`src/design/assert_macros.svh`:
```
// Assertion helpers used by the queue datapath.
`ifndef ASSERT_MACROS_SVH
`define ASSERT_MACROS_SVH

// Check on every rising edge of clk.
`define TCPQ_ASSERT_AT(lbl, clk, prop, msg) \
    lbl: assert property (@(posedge clk) prop) else $error(msg);

// Check on every rising edge of clk, off while the active-low reset is held.
`define TCPQ_ASSERT_RST(lbl, clk, rst_n, prop, msg) \
    lbl: assert property (@(posedge clk) disable iff (!rst_n) prop) else $error(msg);

`endif

```
`src/design/tcpq_pkg.sv`:
```
`default_nettype none

package tcpq_pkg;

    localparam int unsigned QUEUE_DEPTH   = 16;
    localparam int unsigned IDX_W         = (QUEUE_DEPTH > 1) ? $clog2(QUEUE_DEPTH) : 1;
    localparam int unsigned CNT_W         = $clog2(QUEUE_DEPTH + 1);
    localparam int unsigned RAM_AW        = IDX_W + 1;
    localparam int unsigned RAM_DEPTH     = 1 << RAM_AW;
    localparam int unsigned ID_W          = 16;
    localparam int unsigned PRIO_W        = 15;
    localparam int unsigned ENTRY_W       = ID_W + PRIO_W;
    localparam logic [PRIO_W-1:0] THRESHOLD_RESET = PRIO_W'(150);

    typedef enum logic [2:0] {
        ST_HIGH  = 3'd0,
        ST_LOW   = 3'd1,
        ST_NEG   = 3'd2,
        ST_FULL  = 3'd3,
        ST_DEQ   = 3'd4,
        ST_EMPTY = 3'd5
    } t_status;

    typedef enum logic [2:0] {
        S_IDLE,
        S_DECIDE,
        S_HEAD,
        S_WALK,
        S_DEQ,
        S_RES
    } t_state;

    typedef struct packed {
        logic [ID_W-1:0]   id;
        logic [PRIO_W-1:0] prio;
    } t_entry;

    // controller -> datapath
    typedef struct packed {
        logic    load;
        logic    rd_head;
        logic    walk_start;
        logic    step;
        logic    ins_at;
        logic    ins_head;
        logic    deq;
        logic    res_set;
        logic    res_take_rdata;
        t_status res_code;
        logic    push;
    } t_ctrl;

    // datapath -> controller
    typedef struct packed {
        logic cmd_deq;
        logic neg;
        logic sel_high;
        logic full;
        logic empty;
        logic ge_head;
        logic rd_lt;
        logic walk_zero;
        logic out_free;
    } t_stat;

    // Map a position in the queue to a slot of its circular buffer.
    function automatic logic [IDX_W-1:0] phys_idx(input logic [IDX_W-1:0] head,
                                                  input logic [IDX_W:0]   pos);
        logic [IDX_W:0] sum;
        sum = {1'b0, head} + pos;
        if (sum >= (IDX_W+1)'(QUEUE_DEPTH)) begin
            sum = sum - (IDX_W+1)'(QUEUE_DEPTH);
        end
        return sum[IDX_W-1:0];
    endfunction

endpackage

`default_nettype wire

```
`src/design/two_class_priority_job_queue.sv`:
```
`default_nettype none

// Two-class priority job queue.
// Input channel (i_valid / o_stall): i_cmd 0 submits job i_job_id with signed
// priority i_job_priority, i_cmd 1 asks for a dequeue. Output channel
// (o_valid / i_stall): exactly one result transaction per input transaction,
// carrying o_status, o_out_id, o_out_priority and o_from_high.
// Jobs at or above the threshold (i_cfg_we / i_cfg_wdata, reset 150) go to the
// high queue, other non-negative jobs to the low one. Both queues live in one
// RAM as circular buffers kept in descending priority order.
// One item is in flight at a time. Rejects, full queues, empty-queue inserts
// and dequeues with both queues empty go from S_DECIDE straight to S_RES;
// head inserts and dequeues pass S_DECIDE, then S_HEAD or S_DEQ, then S_RES.
// A sorted insert walks back from the tail one entry per cycle over the single
// RAM port pair, shifting smaller entries down until its slot is found.
// o_stall drops as the result enters the output register.
// While the receiver stalls, the result holds and a finished next result waits
// in the result register of the datapath.
// Reset empties both queues and restores the threshold; no clearing pass.
module two_class_priority_job_queue (
    input  wire logic                        i_clk,
    input  wire logic                        i_rst_n,
    input  wire logic                        i_cfg_we,
    input  wire logic [tcpq_pkg::PRIO_W-1:0] i_cfg_wdata,
    input  wire logic                        i_valid,
    output logic                             o_stall,
    input  wire logic                        i_cmd,
    input  wire logic [tcpq_pkg::ID_W-1:0]   i_job_id,
    input  wire logic signed [15:0]          i_job_priority,
    output logic                             o_valid,
    input  wire logic                        i_stall,
    output logic [2:0]                       o_status,
    output logic [tcpq_pkg::ID_W-1:0]        o_out_id,
    output logic [tcpq_pkg::PRIO_W-1:0]      o_out_priority,
    output logic                             o_from_high
);

    tcpq_pkg::t_ctrl w_cmd;
    tcpq_pkg::t_stat w_stat;

    tcpq_ctrl u_ctrl (
        .i_clk   (i_clk),
        .i_rst_n (i_rst_n),
        .i_valid (i_valid),
        .i_stat  (w_stat),
        .o_cmd   (w_cmd),
        .o_stall (o_stall)
    );

    tcpq_dp u_dp (
        .i_clk          (i_clk),
        .i_rst_n        (i_rst_n),
        .i_cmd          (w_cmd),
        .o_stat         (w_stat),
        .i_cfg_we       (i_cfg_we),
        .i_cfg_wdata    (i_cfg_wdata),
        .i_cmd_bit      (i_cmd),
        .i_job_id       (i_job_id),
        .i_job_priority (i_job_priority),
        .i_stall        (i_stall),
        .o_valid        (o_valid),
        .o_status       (o_status),
        .o_out_id       (o_out_id),
        .o_out_priority (o_out_priority),
        .o_from_high    (o_from_high)
    );

endmodule

`default_nettype wire

```
`src/design/tcpq_ram.sv`:
```
`default_nettype none

module tcpq_ram #(
    parameter int unsigned WIDTH = 8,
    parameter int unsigned DEPTH = 16
) (
    input  wire logic                     i_clk,
    input  wire logic                     i_we,
    input  wire logic [$clog2(DEPTH)-1:0] i_waddr,
    input  wire logic [WIDTH-1:0]         i_wdata,
    input  wire logic                     i_re,
    input  wire logic [$clog2(DEPTH)-1:0] i_raddr,
    output logic      [WIDTH-1:0]         o_rdata
);

    logic [WIDTH-1:0] r_mem [DEPTH];
    logic [WIDTH-1:0] r_rdata;

    always_ff @(posedge i_clk) begin
        if (i_we) begin
            r_mem[i_waddr] <= i_wdata;
        end
        if (i_re) begin
            r_rdata <= r_mem[i_raddr];
        end
    end

    assign o_rdata = r_rdata;

endmodule

`default_nettype wire

```
`src/design/tcpq_ctrl.sv`:
```
`default_nettype none

module tcpq_ctrl (
    input  wire logic           i_clk,
    input  wire logic           i_rst_n,
    input  wire logic           i_valid,
    input  wire tcpq_pkg::t_stat i_stat,
    output tcpq_pkg::t_ctrl     o_cmd,
    output logic                o_stall
);

    tcpq_pkg::t_state r_state;
    tcpq_pkg::t_state n_state;
    tcpq_pkg::t_status w_put_code;

    assign w_put_code = i_stat.sel_high ? tcpq_pkg::ST_HIGH : tcpq_pkg::ST_LOW;

    always_ff @(posedge i_clk) begin
        if (!i_rst_n) begin
            r_state <= tcpq_pkg::S_IDLE;
        end else begin
            r_state <= n_state;
        end
    end

    always_comb begin
        n_state = r_state;
        case (r_state)
            tcpq_pkg::S_IDLE: begin
                if (i_valid) begin
                    n_state = tcpq_pkg::S_DECIDE;
                end
            end
            tcpq_pkg::S_DECIDE: begin
                if (i_stat.cmd_deq) begin
                    n_state = i_stat.empty ? tcpq_pkg::S_RES : tcpq_pkg::S_DEQ;
                end else if (i_stat.neg || i_stat.full || i_stat.empty) begin
                    n_state = tcpq_pkg::S_RES;
                end else begin
                    n_state = tcpq_pkg::S_HEAD;
                end
            end
            tcpq_pkg::S_HEAD: begin
                n_state = i_stat.ge_head ? tcpq_pkg::S_RES : tcpq_pkg::S_WALK;
            end
            tcpq_pkg::S_WALK: begin
                if (i_stat.walk_zero || !i_stat.rd_lt) begin
                    n_state = tcpq_pkg::S_RES;
                end
            end
            tcpq_pkg::S_DEQ: begin
                n_state = tcpq_pkg::S_RES;
            end
            tcpq_pkg::S_RES: begin
                if (i_stat.out_free) begin
                    n_state = tcpq_pkg::S_IDLE;
                end
            end
            default: begin
                n_state = tcpq_pkg::S_IDLE;
            end
        endcase
    end

    always_comb begin
        o_cmd          = '0;
        o_cmd.res_code = tcpq_pkg::ST_HIGH;
        o_stall        = (r_state != tcpq_pkg::S_IDLE);
        case (r_state)
            tcpq_pkg::S_IDLE: begin
                o_cmd.load = i_valid;
            end
            tcpq_pkg::S_DECIDE: begin
                if (i_stat.cmd_deq) begin
                    if (i_stat.empty) begin
                        o_cmd.res_set  = 1'b1;
                        o_cmd.res_code = tcpq_pkg::ST_EMPTY;
                    end else begin
                        o_cmd.rd_head = 1'b1;
                    end
                end else if (i_stat.neg) begin
                    o_cmd.res_set  = 1'b1;
                    o_cmd.res_code = tcpq_pkg::ST_NEG;
                end else if (i_stat.full) begin
                    o_cmd.res_set  = 1'b1;
                    o_cmd.res_code = tcpq_pkg::ST_FULL;
                end else if (i_stat.empty) begin
                    o_cmd.ins_head = 1'b1;
                    o_cmd.res_set  = 1'b1;
                    o_cmd.res_code = w_put_code;
                end else begin
                    o_cmd.rd_head = 1'b1;
                end
            end
            tcpq_pkg::S_HEAD: begin
                if (i_stat.ge_head) begin
                    o_cmd.ins_head = 1'b1;
                    o_cmd.res_set  = 1'b1;
                    o_cmd.res_code = w_put_code;
                end else begin
                    o_cmd.walk_start = 1'b1;
                end
            end
            tcpq_pkg::S_WALK: begin
                // shift smaller entries down until the slot is found
                if (i_stat.walk_zero || !i_stat.rd_lt) begin
                    o_cmd.ins_at   = 1'b1;
                    o_cmd.res_set  = 1'b1;
                    o_cmd.res_code = w_put_code;
                end else begin
                    o_cmd.step = 1'b1;
                end
            end
            tcpq_pkg::S_DEQ: begin
                o_cmd.deq            = 1'b1;
                o_cmd.res_set        = 1'b1;
                o_cmd.res_take_rdata = 1'b1;
                o_cmd.res_code       = tcpq_pkg::ST_DEQ;
            end
            tcpq_pkg::S_RES: begin
                o_cmd.push = i_stat.out_free;
            end
            default: begin
                o_cmd.load = 1'b0;
            end
        endcase
    end

endmodule

`default_nettype wire

```
`src/design/tcpq_dp.sv`:
```
`default_nettype none

`include "assert_macros.svh"

module tcpq_dp (
    input  wire logic                          i_clk,
    input  wire logic                          i_rst_n,
    input  wire tcpq_pkg::t_ctrl               i_cmd,
    output tcpq_pkg::t_stat                    o_stat,
    input  wire logic                          i_cfg_we,
    input  wire logic [tcpq_pkg::PRIO_W-1:0]   i_cfg_wdata,
    input  wire logic                          i_cmd_bit,
    input  wire logic [tcpq_pkg::ID_W-1:0]     i_job_id,
    input  wire logic signed [15:0]            i_job_priority,
    input  wire logic                          i_stall,
    output logic                               o_valid,
    output logic [2:0]                         o_status,
    output logic [tcpq_pkg::ID_W-1:0]         o_out_id,
    output logic [tcpq_pkg::PRIO_W-1:0]       o_out_priority,
    output logic                               o_from_high
);

    localparam logic [tcpq_pkg::CNT_W-1:0] CNT_FULL = tcpq_pkg::CNT_W'(tcpq_pkg::QUEUE_DEPTH);

    logic [tcpq_pkg::PRIO_W-1:0] r_thr;
    logic [tcpq_pkg::IDX_W-1:0]  r_head  [2];
    logic [tcpq_pkg::CNT_W-1:0]  r_count [2];
    logic                        r_cmd_deq;
    logic                        r_neg;
    logic                        r_sel;
    logic [tcpq_pkg::ID_W-1:0]   r_id;
    logic [tcpq_pkg::PRIO_W-1:0] r_prio;
    logic [tcpq_pkg::IDX_W-1:0]  r_walk;

    tcpq_pkg::t_status           r_res_status;
    logic [tcpq_pkg::ID_W-1:0]   r_res_id;
    logic [tcpq_pkg::PRIO_W-1:0] r_res_prio;
    logic                        r_res_high;

    logic                        r_o_valid;
    tcpq_pkg::t_status           r_o_status;
    logic [tcpq_pkg::ID_W-1:0]   r_o_id;
    logic [tcpq_pkg::PRIO_W-1:0] r_o_prio;
    logic                        r_o_high;

    logic [tcpq_pkg::IDX_W-1:0]  w_head;
    logic [tcpq_pkg::CNT_W-1:0]  w_count;
    logic [tcpq_pkg::IDX_W-1:0]  w_head_dec;
    logic [tcpq_pkg::IDX_W-1:0]  w_head_inc;
    logic [tcpq_pkg::IDX_W:0]    w_pos_last;
    logic [tcpq_pkg::IDX_W:0]    w_pos_next;
    logic [tcpq_pkg::IDX_W:0]    w_pos_prev;
    logic                        w_full;
    logic                        w_empty;
    logic                        w_out_free;
    logic                        w_load_sel;
    tcpq_pkg::t_entry            w_new;
    tcpq_pkg::t_entry            w_rdata;
    logic [tcpq_pkg::ENTRY_W-1:0] w_rdata_raw;
    logic                        w_re;
    logic [tcpq_pkg::RAM_AW-1:0] w_raddr;
    logic                        w_we;
    logic [tcpq_pkg::RAM_AW-1:0] w_waddr;
    tcpq_pkg::t_entry            w_wdata;

    assign w_head     = r_head[r_sel];
    assign w_count    = r_count[r_sel];
    assign w_full     = (w_count == CNT_FULL);
    assign w_empty    = (w_count == '0);
    assign w_out_free = !r_o_valid || !i_stall;
    assign w_head_dec = (w_head == '0) ? tcpq_pkg::IDX_W'(tcpq_pkg::QUEUE_DEPTH - 1)
                                       : w_head - tcpq_pkg::IDX_W'(1);
    assign w_head_inc = (w_head == tcpq_pkg::IDX_W'(tcpq_pkg::QUEUE_DEPTH - 1))
                        ? '0 : w_head + tcpq_pkg::IDX_W'(1);
    assign w_pos_last = (tcpq_pkg::IDX_W+1)'(w_count - tcpq_pkg::CNT_W'(1));
    assign w_pos_next = {1'b0, r_walk} + (tcpq_pkg::IDX_W+1)'(1);
    assign w_pos_prev = {1'b0, r_walk} - (tcpq_pkg::IDX_W+1)'(1);
    assign w_new      = '{id: r_id, prio: r_prio};
    assign w_rdata    = tcpq_pkg::t_entry'(w_rdata_raw);

    // dequeue picks the high queue whenever it holds anything
    assign w_load_sel = i_cmd_bit ? (r_count[1] != '0)
                                  : (!i_job_priority[15] && (i_job_priority[14:0] >= r_thr));

    always_comb begin
        w_re    = i_cmd.rd_head || i_cmd.walk_start || i_cmd.step;
        w_raddr = {r_sel, w_head};
        if (i_cmd.walk_start) begin
            w_raddr = {r_sel, tcpq_pkg::phys_idx(w_head, w_pos_last)};
        end else if (i_cmd.step) begin
            w_raddr = {r_sel, tcpq_pkg::phys_idx(w_head, w_pos_prev)};
        end
    end

    always_comb begin
        w_we    = i_cmd.step || i_cmd.ins_at || i_cmd.ins_head;
        w_waddr = {r_sel, tcpq_pkg::phys_idx(w_head, w_pos_next)};
        w_wdata = i_cmd.step ? w_rdata : w_new;
        if (i_cmd.ins_head) begin
            w_waddr = {r_sel, w_head_dec};
        end
    end

    tcpq_ram #(
        .WIDTH (tcpq_pkg::ENTRY_W),
        .DEPTH (tcpq_pkg::RAM_DEPTH)
    ) u_ram (
        .i_clk   (i_clk),
        .i_we    (w_we),
        .i_waddr (w_waddr),
        .i_wdata (w_wdata),
        .i_re    (w_re),
        .i_raddr (w_raddr),
        .o_rdata (w_rdata_raw)
    );

    always_ff @(posedge i_clk) begin
        if (!i_rst_n) begin
            r_thr      <= tcpq_pkg::THRESHOLD_RESET;
            r_head[0]  <= '0;
            r_head[1]  <= '0;
            r_count[0] <= '0;
            r_count[1] <= '0;
            r_o_valid  <= 1'b0;
        end else begin
            if (i_cfg_we) begin
                r_thr <= i_cfg_wdata;
            end
            if (i_cmd.ins_head) begin
                r_head[r_sel] <= w_head_dec;
            end else if (i_cmd.deq) begin
                r_head[r_sel] <= w_head_inc;
            end
            if (i_cmd.ins_head || i_cmd.ins_at) begin
                r_count[r_sel] <= w_count + tcpq_pkg::CNT_W'(1);
            end else if (i_cmd.deq) begin
                r_count[r_sel] <= w_count - tcpq_pkg::CNT_W'(1);
            end
            if (i_cmd.push) begin
                r_o_valid <= 1'b1;
            end else if (!i_stall) begin
                r_o_valid <= 1'b0;
            end
        end
    end

    always_ff @(posedge i_clk) begin
        if (i_cmd.load) begin
            r_cmd_deq <= i_cmd_bit;
            r_neg     <= i_job_priority[15];
            r_sel     <= w_load_sel;
            r_id      <= i_job_id;
            r_prio    <= i_job_priority[14:0];
        end
        if (i_cmd.walk_start) begin
            r_walk <= tcpq_pkg::IDX_W'(w_pos_last);
        end else if (i_cmd.step) begin
            r_walk <= r_walk - tcpq_pkg::IDX_W'(1);
        end
        if (i_cmd.res_set) begin
            r_res_status <= i_cmd.res_code;
            r_res_id     <= i_cmd.res_take_rdata ? w_rdata.id : '0;
            r_res_prio   <= i_cmd.res_take_rdata ? w_rdata.prio : '0;
            r_res_high   <= i_cmd.res_take_rdata && r_sel;
        end
        if (i_cmd.push) begin
            r_o_status <= r_res_status;
            r_o_id     <= r_res_id;
            r_o_prio   <= r_res_prio;
            r_o_high   <= r_res_high;
        end
    end

    always_comb begin
        o_stat.cmd_deq   = r_cmd_deq;
        o_stat.neg       = r_neg;
        o_stat.sel_high  = r_sel;
        o_stat.full      = w_full;
        o_stat.empty     = w_empty;
        o_stat.ge_head   = (r_prio >= w_rdata.prio);
        o_stat.rd_lt     = (w_rdata.prio < r_prio);
        o_stat.walk_zero = (r_walk == '0);
        o_stat.out_free  = w_out_free;
    end

    assign o_valid        = r_o_valid;
    assign o_status       = r_o_status;
    assign o_out_id       = r_o_id;
    assign o_out_priority = r_o_prio;
    assign o_from_high    = r_o_high;

    `TCPQ_ASSERT_RST(a_count_bound, i_clk, i_rst_n, (r_count[0] <= CNT_FULL) && (r_count[1] <= CNT_FULL), "queue count beyond depth")
    `TCPQ_ASSERT_RST(a_ins_not_full, i_clk, i_rst_n, (i_cmd.ins_at || i_cmd.ins_head) |-> !w_full, "insert into a full queue")
    `TCPQ_ASSERT_RST(a_deq_not_empty, i_clk, i_rst_n, i_cmd.deq |-> !w_empty, "dequeue from an empty queue")
    `TCPQ_ASSERT_RST(a_push_lands, i_clk, i_rst_n, (i_cmd.push && w_out_free) |=> r_o_valid, "result lost at the output register")

endmodule

`default_nettype wire

```
`config.mk`:
```
export PLATFORM = sky130hd
export DESIGN_NAME = two_class_priority_job_queue
export DESIGN_NICKNAME = d
export VERILOG_FILES = /design/src/design/tcpq_pkg.sv /design/src/design/two_class_priority_job_queue.sv /design/src/design/tcpq_ram.sv /design/src/design/tcpq_ctrl.sv /design/src/design/tcpq_dp.sv
export VERILOG_INCLUDE_DIRS = /design/src /design/src/design
export SDC_FILE = /design/constraint.sdc
export NUM_CORES = 2
export LEC_CHECK = 0
export BUFFER_PORTS_ARGS = -buffer_cell sky130_fd_sc_hd__buf_2
export CORE_MARGIN = 3
export CORE_UTILIZATION = 30
export DETAILED_ROUTE_END_ITERATION = 10
export PLACE_DENSITY = 0.47
export SYNTH_ARGS = -nofsm -noshare
export SYNTH_HDL_FRONTEND = slang
export SYNTH_SLANG_ARGS = --single-unit
```
`constraint.sdc`:
```
create_clock -name i_clk -period 14.2 [get_ports i_clk]
set_clock_uncertainty 0.2 [all_clocks]
set_input_delay 2.84 -clock i_clk [delete_from_list [all_inputs] [get_ports i_clk]]
set_output_delay 2.84 -clock i_clk [all_outputs]
set_load 0.05 [all_outputs]
```
==> flow_metrics.py <==
metrics = {
    "clock_tree": {
        "cts_max_path_buffers": 3,
        "cts_setup_buffers": 0,
        "tritoncts": "done",
        "cts_hold_buf": 0,
        "htreeDepth": 4,
        "cts.clk_slew.worst_paths_ps": 60,
        "cts-root-buf": "clkbuf_16",
        "clk_latency_ps": 760,
        "cts_buffers": 133,
        "cts.repair.resized": 0,
        "clock-sinks": 1169,
    },
    "routing": {
        "ant_nets": 0,
        "initialDrtViolationCount": 2542,
        "num_vias": 27389,
        "dr.pass1.iters": 5,
        "avgRoutedWirePerCell_um": 26.8,
        "routed_via_density": 5.03,
        "routed_wl_um": 146000,
        "route.detailed.drc": 0,
    },
    "cells_and_area": {
        "area.growth.synth_to_final_pct": 15.1,
        "nNetsFinal": 3279,
        "drive_gt1_share_pct": 14.5,
        "n_fill_cell": 15444,
    },
    "placement": {
        "place_ws_ps": 6940,
        "io_buffers": 89,
        "globalplace.congestion": 0.815,
        "dp_hpwl_um": 84200,
    },
    "worst_setup_path": {
        "worstPathArrival_ps": 7690,
        "crit_required_ps": 14570,
        "cp_max_fo": 65,
        "crit_path_start_kind": "flop",
        "end_kind": "flop",
        "crit_type": "reg2reg",
    },
    "job": {
        "cap_violations": 0,
    },
    "timing": {
        "fin_crit_sh_pct": 51.5,
        "slew_violations": 0,
        "finalWorstSetupSlack_ps": 6880,
        "slew_headroom_pct": 12.4,
        "tightest_slew_ps": 1310,
        "min_period_ps": 7320,
        "hold_viol_final": 0,
        "max_clock_freq_mhz": 137,
        "finalSetupViolCount": 0,
        "finalSetupTns_ps": 0,
        "rsz0062_at_grt": "false",
    },
    "power_and_ir_drop": {
        "p_int_uw": 6470,
        "power.density_nw_per_um2": 163,
        "p_comb_share_pct": 20.4,
        "switching_share_pct": 29.1,
        "peakVddDrop_mv": 0.141,
        "p_clk_share_pct": 35.6,
        "seq_power_share_pct": 44.0,
        "p_switching_uw": 2650,
        "p_leak_uw": 0.0197,
    },
    "synthesis": {
        "synth_fp_nets": 3169,
        "synth-edff-count": 1149,
        "ys_ff_latch": 1169,
        "syn_area_um2": 48700,
        "synth.avg_cell_area_um2": 15.9,
        "yosys-top-cells-area": "edfxtp_1 (71%), mux2i_1 (9.1%), o211ai_1 (4.0%), nor4b_4 (1.4%), inv_1 (1.3%)",
        "synthFlopType": "edfxtp_1",
        "ys_seq_area_share_pct": 71.7,
        "yosys_warnings": 0,
        "synth_cell_types": 72,
        "async_reset_ff_share_pct": 0,
        "synth_top_area_share_pct": 70.9,
        "synth_largest_area_cell": "edfxtp_1",
        "syn_inst": 3069,
    },
    "floorplan": {
        "fp.dieW_um": 409,
        "dieHeight_um": 409,
        "pin_count": 90,
        "initial_core_util_pct": 30.3,
        "die-area_um2": 167000,
        "rows": 147,
        "coreArea_um2": 161000,
    },
    "global_route": {
        "grt_pass1_wl_um": 206000,
        "grt_max_degree": 118,
        "grt_pass1_vias": 26767,
        "grt_util_all_layers_pct": 17.2,
        "antenna_found_initial": 4,
        "grt_overflow": 0,
    },
    "hold_path": {
        "hold_class": "reg2reg",
    },
    "run_status": {
        "status": "completed",
    },
}
[synthesized netlist by cell type, drive strengths merged (3+ instances only)]
master,number
edfxtp,1149
mux2i,448
o211ai,256
inv,171
nor2,141
buf,116
nand2,98
a21oi,92
clkbuf,81
o22ai,64
and3,52
ha,44
a31oi,35
nor4b,31
a22o,30
or3,30
a311oi,29
o21ai,27
nand3,23
dfxtp,20
xnor2,16
nor2b,15
o21a,12
a21o,10
mux2,6
nor4,6
a221oi,5
and4,5
nor3,5
a21boi,4
and2,4
nand2b,4
nand4,4
a211oi,3
a22oi,3
fa,3
nand3b,3
o31ai,3
or4,3
xor2,3
[registers in the layout (all words and copies together) (netlist names), 10 cells and up, named ones only]
name,flops
u_dp.r_res_prio,15
u_dp.o_out_priority,15
u_dp.r_id,16
u_dp.r_thr,15
u_dp.r_res_id,16
u_dp.r_count,10
u_dp.o_out_id,16
u_dp.u_ram.r_mem,992
u_dp.r_prio,15
u_dp.u_ram.o_rdata,31
[worst paths after layout]
check	startpoint	depth (start not counted)	slack [ps]	endpoint
worst max-delay path	flop	13	6880	u_dp.u_ram.o_rdata[24]$_DFFE_PP_
worst min-delay path	u_dp.r_res_prio[12]$_SDFFCE_PP0P_	0	220	u_dp.o_out_priority[12]$_DFFE_PP_
worst max register to register	flop	13	6880	u_dp.u_ram.o_rdata[24]$_DFFE_PP_
worst min register to register	u_dp.r_res_prio[12]$_SDFFCE_PP0P_	0	220	u_dp.o_out_priority[12]$_DFFE_PP_
[power by group through the flow]
stage	sequential, uW	combinational [uW]	clock (uW)
after detailed placement	4080	1870	0
after global routing	4010	1990	3470
after CTS	4010	1880	3330
final	4010	1870	3250
after floorplan	4060	1290	0
after global placement	4080	1870	0
[worst max-delay path, stage by stage, from the launching register on]
cell      delay, ps
dfxtp_1         770
mux2i_1         580
inv_1           270
ha_1            300
fa_1            530
a21oi_4         410
o21a_4          730
buf_4           840
buf_4           870
buf_4           570
nor2_1           60
or3_1           320
a311oi_1        330
nor4b_4         250
[cell type report]
type                            instances  area (um2)  area share, %
Antenna cell                            3        7.51         0.0134
Clock buffer                          173        3620           6.46
Clock inverter                         61         475          0.849
Inverter                              171         642           1.15
Multi-Input combinational cell       1532       12600           22.5
Sequential cell                      1169       34900           62.3
Tap cell                             2160        2700           4.83
Timing Repair Buffer                  172        1080           1.93
[layer usage]
metal | vias up | GRT usage, % | wire, um
li1 | 12205 | - | -
met1 | 14172 | 24.4 | 66500
met2 | 850 | 27.1 | 67700
met3 | 162 | 2.78 | 8150
met4 | 0 | 4.93 | 3280
met5 | - | 0 | 0
[per-stage QoR]
stage               power [uW]  cells  hold WS [ps]  utilization, %  area [um2]
finish                    9120   5441           217            34.8       56000
global route              9470   5439           222            34.8       56000
CTS                       9210   5438           218            34.8       56000
detailed placement        5960   5204           205            32.3       51900
global placement          5950   5204           201            32.3       51900
floorplan                 5350   3069           200               -       48700
[cells in the final DEF, fill, tap and decap left out, drive strengths merged, types with 29 or more instances in the layout]
master,netlist,final
and3,52,52
ha,44,44
clkbuf,81,173
buf,116,172
nor2,141,141
nor4b,31,31
or3,30,30
a31oi,35,35
a22o,30,30
inv,171,176
clkinv,0,49
o211ai,256,256
a311oi,29,29
o22ai,64,64
nand2,98,98
mux2i,448,448
a21oi,92,92
edfxtp,1149,1149
[cells by family after synthesis]
group	after synthesis	share of synthesized area [%]
flip-flops	1169	71.7
AO/OA/AOI/OAI	584	8.49
multiplexers	454	9.43
AND/OR/NAND/NOR	428	5.39
buffers and inverters	368	3.35
adder cells (fa/ha/maj)	47	1.26
XOR/XNOR	19	0.342
Power figures use the tool's default switching activity.
